===== config.mk =====
export PLATFORM = sky130hd
export DESIGN_NAME = priority_job_scheduler
export DESIGN_NICKNAME = d
export VERILOG_FILES = /design/src/design/pjs_pkg.sv /design/src/design/priority_job_scheduler.sv /design/src/design/pjs_cell.sv
export SDC_FILE = /design/constraint.sdc
export NUM_CORES = 2
export LEC_CHECK = 0
export BUFFER_PORTS_ARGS = -buffer_cell sky130_fd_sc_hd__buf_4
export CAP_MARGIN = 20
export CORE_MARGIN = 2
export CORE_UTILIZATION = 46
export CTS_CLUSTER_SIZE = 14
export DETAILED_ROUTE_END_ITERATION = 7
export SLEW_MARGIN = 20
export SYNTH_ARGS = -nofsm -noshare
export SYNTH_HDL_FRONTEND = slang
export SYNTH_SLANG_ARGS = --single-unit

===== constraint.sdc =====
create_clock -name clk -period 15.4 [get_ports clk]
set_input_delay 1.54 -clock clk [delete_from_list [all_inputs] [get_ports clk]]
set_output_delay 1.54 -clock clk [all_outputs]
set_load 0.02 [all_outputs]

===== src/design/pjs_pkg.sv =====
// shared constants, codes and types of the priority job scheduler
package pjs_pkg;

	localparam int TABLE_DEPTH = 16;
	localparam int IDX_W       = $clog2(TABLE_DEPTH);
	localparam int ID_W        = 16;
	localparam int PRIO_W      = 8;
	localparam int TIME_W      = 16;
	localparam int SEQ_W       = 16;

	typedef enum logic [1:0] {
		ST_ACCEPTED = 2'd0,
		ST_FULL     = 2'd1,
		ST_RUNNING  = 2'd2,
		ST_IDLE     = 2'd3
	} status_t;

	typedef enum logic {
		CMD_ARRIVAL = 1'b0,
		CMD_TICK    = 1'b1
	} cmd_t;

	// best-so-far record handed from cell to cell during a scan
	typedef struct packed {
		logic              valid;
		logic [PRIO_W-1:0] prio;
		logic [SEQ_W-1:0]  age;
		logic [IDX_W-1:0]  slot;
	} cand_t;

	// table control broadcast to every cell
	typedef struct packed {
		logic              wr_en;
		logic [IDX_W-1:0]  wr_slot;
		logic [ID_W-1:0]   wr_id;
		logic [PRIO_W-1:0] wr_prio;
		logic [TIME_W-1:0] wr_rem;
		logic [SEQ_W-1:0]  wr_seq;
		logic              run_en;
		logic [IDX_W-1:0]  sel;
	} cell_ctl_t;

	// read-back of the selected cell, zero from every other cell
	typedef struct packed {
		logic [ID_W-1:0] id;
		logic            last;
	} cell_rd_t;

endpackage


===== src/design/priority_job_scheduler.sv =====
// top level of the priority job scheduler: control and the row of slot cells
//
// requests come in on start with cmd, job_id, job_priority and exec_time and are
// taken at an edge where start is high and busy is low. every request gives one
// result on status, running_id and job_done, marked by result_valid for a single
// cycle; the receiver cannot hold results off, so nothing ever waits on it.
// an arrival request: the lowest free slot is found and written at the
// accepting edge and the result shows in the next cycle, busy stays low.
// a tick request: a best-so-far record walks the row of cells one slot per
// cycle, and busy is high until the result cycle. the scan length is set
// by the cell chain, one cell per cycle.
// preempt_enable is written on the cfg channel (cfg_valid, cfg_ready, cfg_data),
// always ready; it is meant to change only while the block is idle.
// asynchronous reset empties the table, idles the processor, clears the arrival
// counter and sets preempt_enable to 1; slot payload is left as it was.
module priority_job_scheduler (
	input  logic                              clk,
	input  logic                              arst_n,
	input  logic                              start,
	output logic                              busy,
	input  logic                              cmd,
	input  logic [pjs_pkg::ID_W-1:0]          job_id,
	input  logic [pjs_pkg::PRIO_W-1:0]        job_priority,
	input  logic [pjs_pkg::TIME_W-1:0]        exec_time,
	output logic                              result_valid,
	output logic [1:0]                        status,
	output logic [pjs_pkg::ID_W-1:0]          running_id,
	output logic                              job_done,
	input  logic                              cfg_valid,
	output logic                              cfg_ready,
	input  logic                              cfg_data
);

	localparam int DEPTH = pjs_pkg::TABLE_DEPTH;
	localparam int IW    = pjs_pkg::IDX_W;

	typedef enum logic [1:0] {
		S_IDLE = 2'b01,
		S_SCAN = 2'b10
	} state_t;

	state_t                          state_q;
	logic [IW-1:0]                   cnt_q;
	logic                            preempt_q;
	logic [pjs_pkg::SEQ_W-1:0]       arr_cnt_q;
	logic [IW-1:0]                   run_slot_q;
	logic                            run_valid_q;
	logic [pjs_pkg::PRIO_W-1:0]      run_prio_q;
	logic                            res_valid_q;
	logic [1:0]                      status_q;
	logic [pjs_pkg::ID_W-1:0]        res_id_q;
	logic                            res_done_q;

	pjs_pkg::cand_t                  chain [DEPTH+1];
	logic [DEPTH-1:0]                valid_vec;
	pjs_pkg::cell_rd_t               rd_vec [DEPTH];
	pjs_pkg::cell_rd_t               rd_sel;
	pjs_pkg::cell_ctl_t              ctl;

	logic                            accept;
	logic                            free_found;
	logic [IW-1:0]                   free_slot;
	logic                            scan_end;
	logic                            run_live;
	logic                            take_best;
	logic                            do_run;
	pjs_pkg::cand_t                  best;

	assign accept    = start && !busy;
	assign busy      = (state_q == S_SCAN);
	assign cfg_ready = 1'b1;
	assign scan_end  = (state_q == S_SCAN) && (cnt_q == IW'(DEPTH-1));
	assign best      = chain[DEPTH];

	// head of the chain starts every scan with an empty record
	assign chain[0] = '0;

	generate
		for (genvar g = 0; g < DEPTH; g++) begin : g_cell
			pjs_cell u_cell (
				.clk      (clk),
				.arst_n   (arst_n),
				.idx      (IW'(g)),
				.ctl      (ctl),
				.arr_cnt  (arr_cnt_q),
				.cand_in  (chain[g]),
				.cand_out (chain[g+1]),
				.valid    (valid_vec[g]),
				.rd       (rd_vec[g])
			);
		end
	endgenerate

	// lowest free slot for an arrival
	always_comb begin
		free_found = 1'b0;
		free_slot  = '0;
		for (int i = DEPTH-1; i >= 0; i--) begin
			if (!valid_vec[i]) begin
				free_found = 1'b1;
				free_slot  = IW'(i);
			end
		end
	end

	// only the selected cell drives its read-back, the rest give zero
	always_comb begin
		rd_sel = '0;
		for (int i = 0; i < DEPTH; i++)
			rd_sel = rd_sel | rd_vec[i];
	end

	// tick decision at the end of the scan
	// a running slot that is no longer valid counts as an idle processor
	always_comb begin
		run_live  = run_valid_q && valid_vec[run_slot_q];
		take_best = 1'b0;
		do_run    = 1'b0;
		if (!run_live) begin
			take_best = best.valid;
			do_run    = best.valid;
		end else begin
			do_run = 1'b1;
			// equal priority never displaces the running job
			take_best = preempt_q && best.valid && (best.prio < run_prio_q);
		end
	end

	always_comb begin
		ctl         = '0;
		ctl.wr_en   = accept && (cmd == pjs_pkg::CMD_ARRIVAL) && free_found;
		ctl.wr_slot = free_slot;
		ctl.wr_id   = job_id;
		ctl.wr_prio = job_priority;
		// a zero length counts as one tick
		ctl.wr_rem  = (exec_time == '0) ? pjs_pkg::TIME_W'(1) : exec_time;
		ctl.wr_seq  = arr_cnt_q;
		ctl.run_en  = scan_end && do_run;
		ctl.sel     = take_best ? best.slot : run_slot_q;
	end

	always_ff @(posedge clk or negedge arst_n) begin
		if (!arst_n) begin
			state_q     <= S_IDLE;
			cnt_q       <= '0;
			preempt_q   <= 1'b1;
			arr_cnt_q   <= '0;
			run_slot_q  <= '0;
			run_valid_q <= 1'b0;
			res_valid_q <= 1'b0;
		end else begin
			res_valid_q <= 1'b0;
			if (cfg_valid && cfg_ready)
				preempt_q <= cfg_data;
			case (state_q)
				S_IDLE: begin
					if (accept) begin
						if (cmd == pjs_pkg::CMD_TICK) begin
							state_q <= S_SCAN;
							cnt_q   <= '0;
						end else begin
							res_valid_q <= 1'b1;
							if (free_found)
								arr_cnt_q <= arr_cnt_q + pjs_pkg::SEQ_W'(1);
						end
					end
				end
				S_SCAN: begin
					cnt_q <= cnt_q + IW'(1);
					if (scan_end) begin
						state_q     <= S_IDLE;
						res_valid_q <= 1'b1;
						if (!do_run) begin
							run_valid_q <= 1'b0;
						end else begin
							run_slot_q  <= ctl.sel;
							run_valid_q <= !rd_sel.last;
						end
					end
				end
				default: begin
					state_q <= S_IDLE;
				end
			endcase
		end
	end

	// result payload and the priority of the job on the processor
	always_ff @(posedge clk) begin
		if (state_q == S_IDLE && accept && cmd == pjs_pkg::CMD_ARRIVAL) begin
			status_q   <= free_found ? pjs_pkg::ST_ACCEPTED : pjs_pkg::ST_FULL;
			res_id_q   <= '0;
			res_done_q <= 1'b0;
		end else if (scan_end) begin
			if (do_run) begin
				status_q   <= pjs_pkg::ST_RUNNING;
				res_id_q   <= rd_sel.id;
				res_done_q <= rd_sel.last;
			end else begin
				status_q   <= pjs_pkg::ST_IDLE;
				res_id_q   <= '0;
				res_done_q <= 1'b0;
			end
			if (take_best)
				run_prio_q <= best.prio;
		end
	end

	assign result_valid = res_valid_q;
	assign status       = status_q;
	assign running_id   = res_id_q;
	assign job_done     = res_done_q;

endmodule


===== src/design/pjs_cell.sv =====
// one job slot of the table, with its stage of the urgency scan chain
module pjs_cell (
	input  logic                          clk,
	input  logic                          arst_n,
	input  logic [pjs_pkg::IDX_W-1:0]     idx,
	input  pjs_pkg::cell_ctl_t            ctl,
	input  logic [pjs_pkg::SEQ_W-1:0]     arr_cnt,
	input  pjs_pkg::cand_t                cand_in,
	output pjs_pkg::cand_t                cand_out,
	output logic                          valid,
	output pjs_pkg::cell_rd_t             rd
);

	logic                           valid_q;
	logic [pjs_pkg::ID_W-1:0]       id_q;
	logic [pjs_pkg::PRIO_W-1:0]     prio_q;
	logic [pjs_pkg::TIME_W-1:0]     rem_q;
	logic [pjs_pkg::SEQ_W-1:0]      seq_q;
	pjs_pkg::cand_t                 cand_q;
	logic [pjs_pkg::SEQ_W-1:0]      age;
	logic                           wins;
	logic                           hit;
	logic                           last;

	assign age  = arr_cnt - seq_q;
	assign hit  = (ctl.sel == idx);
	assign last = (rem_q == pjs_pkg::TIME_W'(1));

	// strictly more urgent than the record so far: lower number, or older on a tie
	always_comb begin
		wins = 1'b0;
		if (valid_q) begin
			if (!cand_in.valid)
				wins = 1'b1;
			else if (prio_q < cand_in.prio)
				wins = 1'b1;
			else if (prio_q == cand_in.prio && age > cand_in.age)
				wins = 1'b1;
		end
	end

	always_ff @(posedge clk or negedge arst_n) begin
		if (!arst_n) begin
			valid_q <= 1'b0;
			cand_q  <= '0;
		end else begin
			if (wins) begin
				cand_q.valid <= 1'b1;
				cand_q.prio  <= prio_q;
				cand_q.age   <= age;
				cand_q.slot  <= idx;
			end else begin
				cand_q <= cand_in;
			end
			if (ctl.wr_en && ctl.wr_slot == idx)
				valid_q <= 1'b1;
			else if (ctl.run_en && hit && last)
				valid_q <= 1'b0;
		end
	end

	always_ff @(posedge clk) begin
		if (ctl.wr_en && ctl.wr_slot == idx) begin
			id_q   <= ctl.wr_id;
			prio_q <= ctl.wr_prio;
			rem_q  <= ctl.wr_rem;
			seq_q  <= ctl.wr_seq;
		end else if (ctl.run_en && hit) begin
			rem_q <= rem_q - pjs_pkg::TIME_W'(1);
		end
	end

	assign cand_out = cand_q;
	assign valid    = valid_q;
	assign rd.id    = hit ? id_q : '0;
	assign rd.last  = hit & last;

endmodule

==> impl_metrics.py <==
metrics = {
    "outcome": {
        "status": "completed",
    },
    "detailed_routing": {
        "avgViaCountPerCell": 5.553,
        "wl_met1_um": 89130,
        "top_layer": "met5",
        "wl_met2_um": 88570,
        "vias": 50750,
        "drtIter0Drc": 3627,
        "detail-route-antenna-nets": 0,
        "wl_met3_um": 10690,
        "wire_per_inst_um": 21.13,
        "drt_pass1_iterations": 6,
        "drc": 0,
        "wl_um": 193200,
    },
    "finish": {
        "regArea_um2": 39530,
        "multiInputGateArea_um2": 32400,
        "area_growth_pct": 11.33,
        "fin_nets": 7534,
        "layout-drive-gt1-share": 0.1126,
        "num-fill-cells": 14270,
    },
    "synth": {
        "ys.warnings.count": 0,
        "synth_ff_type": "edfxtp_1",
        "seq_area_frac_synth": 0.5259,
        "syn_inst": 6683,
        "synth.avg_cell_area_um2": 11.24,
        "synth_edf_count": 906,
        "synth.distinct_cells": 89,
        "synth_area_um2": 75130,
        "synth_nets": 7388,
        "async_reset_ff_frac": 0.3412,
        "synth_seq_cells": 1401,
    },
    "global_route": {
        "grt_pass1_vias": 50090,
        "grt_pass1_wl_um": 297300,
        "grt_max_degree": 164,
        "grt_overflow": 0,
        "grt_use_total": 0.2314,
        "antenna_found_initial": 10,
    },
    "power": {
        "intPower_w": 0.008019,
        "p_total_w": 0.01188,
        "switching_power_w": 0.003864,
        "clockPowerShare": 0.314,
        "vdd_drop_max_v": 0.0001041,
        "pwr-share-comb": 0.285,
        "p_per_area_nw_per_um2": 142.1,
        "cellLeakagePower_nw": 34.98,
        "swShare": 0.3252,
        "pwr-share-seq": 0.401,
    },
    "worst_setup_path": {
        "required_ps": 16090,
        "end_kind": "register",
        "arrival_ps": 7140,
        "critPathKind": "register to register",
        "worstSetupStartpointType": "register",
        "critPathMaxFanout": 27,
    },
    "place": {
        "place.port_buffers": 66,
        "gp_congestion": 0.8552,
        "dp_hpwl_um": 131100,
    },
    "die": {
        "pin_count": 68,
        "dieArea_um2": 166600,
        "fp-row-count": 148,
        "die_x_um": 408.1,
        "fp.dieH_um": 408.1,
        "initial_core_util": 0.4626,
        "core_area_um2": 162400,
    },
    "clocking": {
        "htree_num_levels": 4,
        "clock-root-buffer": "clkbuf_16",
        "clock_path_buffers": 3,
        "cts_tree": "yes",
        "cts_buffers": 155,
        "clkTransAtPathRegs_ps": 60,
        "insertion_delay_ps": 810,
        "cts_resized": 0,
        "ctsHoldBuffers": 0,
        "post_cts_buffers": 0,
        "numClockSinks": 1401,
    },
    "job": {
        "drv_cap": 0,
    },
    "sta": {
        "fin_skew_ps": 32.21,
        "grt_setup_unrepaired": "false",
        "fmax_mhz": 154.9,
        "tns_ps": 0,
        "setup_violations": 0,
        "period_needed_ps": 6458,
        "fin_crit_sh": 0.4193,
        "hold_violations": 0,
        "slew_viol_final": 0,
        "tightest_slew_ps": 1087,
        "relSlewSlack": 0.2752,
    },
    "worst_hold_path": {
        "hold_path.class": "register to register",
    },
}
[flip-flops by register name (all words and copies together), names as in the netlist]
register,cells
arr_cnt_q,16
cnt_q,4
g_cell.u_cell.cand_out,433
g_cell.u_cell.id_q,256
g_cell.u_cell.prio_q,128
g_cell.u_cell.rem_q,256
g_cell.u_cell.seq_q,256
g_cell.u_cell.valid,16
job_done,1
preempt_q,1
result_valid,1
run_prio_q,8
run_slot_q,4
run_valid_q,1
running_id,16
state_q,2
status,2
[Yosys cell counts (all sizes together), types with 17 or more instances]
cell type | n | area (µm²)
a2111oi | 17 | 148.9
a211oi | 22 | 165.2
a21o | 97 | 728.2
a21oi | 274 | 1405
a22o | 36 | 315.3
a22oi | 66 | 495.5
a31o | 18 | 157.7
a31oi | 33 | 206.5
a32oi | 18 | 157.7
and2 | 69 | 434.2
and3 | 32 | 200.2
buf | 33 | 215.2
clkbuf | 133 | 499.2
dfrtp | 476 | 11910
dfxtp | 17 | 340.3
edfxtp | 906 | 27210
ha | 643 | 8045
inv | 698 | 2620
mux2 | 248 | 2796
mux2i | 52 | 520.5
nand2 | 527 | 1981
nand2b | 31 | 193.9
nand3 | 106 | 530.5
nand4 | 94 | 588.1
nor2 | 323 | 1212
nor2b | 84 | 525.5
nor3 | 217 | 1091
nor4 | 66 | 412.9
o211ai | 28 | 224.0
o21a | 91 | 683.2
o21ai | 410 | 2052
o21bai | 20 | 150.1
o22ai | 20 | 131.4
o31ai | 40 | 300.3
o41a | 19 | 214.0
or2 | 57 | 356.6
or3 | 34 | 212.7
or4 | 29 | 217.7
xnor2 | 235 | 2058
xor2 | 193 | 1690
[area by class of cell]
cell class / instances / area share
clock inverters: 72 / 0.008691
diodes: 2 / 0.00005984
repair buffers: 155 / 0.01424
flip-flops and latches: 1401 / 0.4726
clock buffers: 219 / 0.05290
well taps: 2175 / 0.03254
multi-input cells: 4413 / 0.3874
inverters: 703 / 0.03155
[kinds of logic after synthesis]
family / Yosys count / synth area share
AND/OR/NAND/NOR: 1721 / 0.1116
flip-flops: 1401 / 0.5259
AO/OA/AOI/OAI: 1304 / 0.1124
buffers and inverters: 869 / 0.04463
adder cells (fa/ha/maj): 659 / 0.1114
XOR/XNOR: 428 / 0.04990
multiplexers: 300 / 0.04415
other: 1 / 0.00004992
[metrics by stage]
step | instance area [µm²] | instances | hold slack (ps) | setup slack (ps) | utilization
3_3_place_gp | 78460 | 8846 | 417.2 | 8830 | 0.4831
3_5_place_dp | 78470 | 8847 | 418.3 | 9070 | 0.4832
2_1_floorplan | 75130 | 6683 | 348.7 | 9555 | -
6_report | 83640 | 9140 | 432.1 | 8942 | 0.5150
5_1_grt | 83640 | 9140 | 451.4 | 8419 | 0.5150
4_1_cts | 83620 | 9138 | 435.0 | 9035 | 0.5149
[critical path: stages, from the launching register on]
cell,delay (ps)
dfrtp_2,810
buf_4,540
ha_1,310
nor2b_1,130
o21a_1,180
o21ai_0,380
a211oi_1,210
o31ai_1,610
o21ai_0,320
o211ai_1,230
o41a_1,220
nand2_1,80
ha_1,360
nand2_1,70
nor3_1,530
o22ai_1,140
o2bb2ai_1,300
a21oi_2,80
buf_4,250
inv_1,210
mux2_2,360
[routing by layer]
metal  track usage  vias to the layer above
met5             0                        -
met4       0.06367                        2
met3       0.03259                      286
met2        0.3723                     1241
met1        0.3271                    24870
li1              -                    24360
[cells in the final DEF, fill, tap and decap left out, types with 27 or more instances in the layout]
master and n:
clkbuf_16 159, o21a_1 91, clkbuf_1 38, mux2i_1 52
buf_4 151, nor3_1 215, a21o_1 97, inv_1 685
xnor2_1 235, dfrtp_1 461, o211ai_1 27, or2_2 54
nand2b_1 31, nand3_1 106, nor2_1 323, a31oi_1 33
or3_1 34, edfxtp_1 906, nor2b_1 84, and2_1 68
nand2_1 524, o21ai_0 396, a21oi_1 268, or4_1 29
a22oi_1 66, mux2_2 247, nand4_1 94, and3_1 31
ha_1 643, nor4_1 66, a22o_1 36, clkinv_2 28
o31ai_1 40, xor2_1 193
[path summary, 6_finish.rpt]
check                                                   from                       endpoint  slack [ps]  depth (start not counted)
worst max-delay path                            arr_cnt_q[1]  g_cell[1].u_cell.cand_out[17]        8940                         20
worst max register to register                  arr_cnt_q[1]  g_cell[1].u_cell.cand_out[17]        8940                         20
worst min-delay path            g_cell[8].u_cell.cand_out[3]   g_cell[9].u_cell.cand_out[3]         430                          1
worst min register to register  g_cell[8].u_cell.cand_out[3]   g_cell[9].u_cell.cand_out[3]         430                          1
max in group asynchronous                             arst_n  g_cell[0].u_cell.cand_out[16]       12620                          3
min in group asynchronous                             arst_n  g_cell[9].u_cell.cand_out[15]         700                          1
[power groups by stage]
| stage | Combinational [W] | Sequential (W) | Clock [W] |
|---|---|---|---|
| after floorplan | 0.00244 | 0.00474 | 0 |
| after CTS | 0.00339 | 0.00477 | 0.00381 |
| final | 0.00339 | 0.00476 | 0.00373 |
| after global placement | 0.00330 | 0.00485 | 0 |
| after detailed placement | 0.00336 | 0.00485 | 0 |
| after global routing | 0.00387 | 0.00482 | 0.00395 |
No activity file was read; power rests on OpenSTA's default activity.
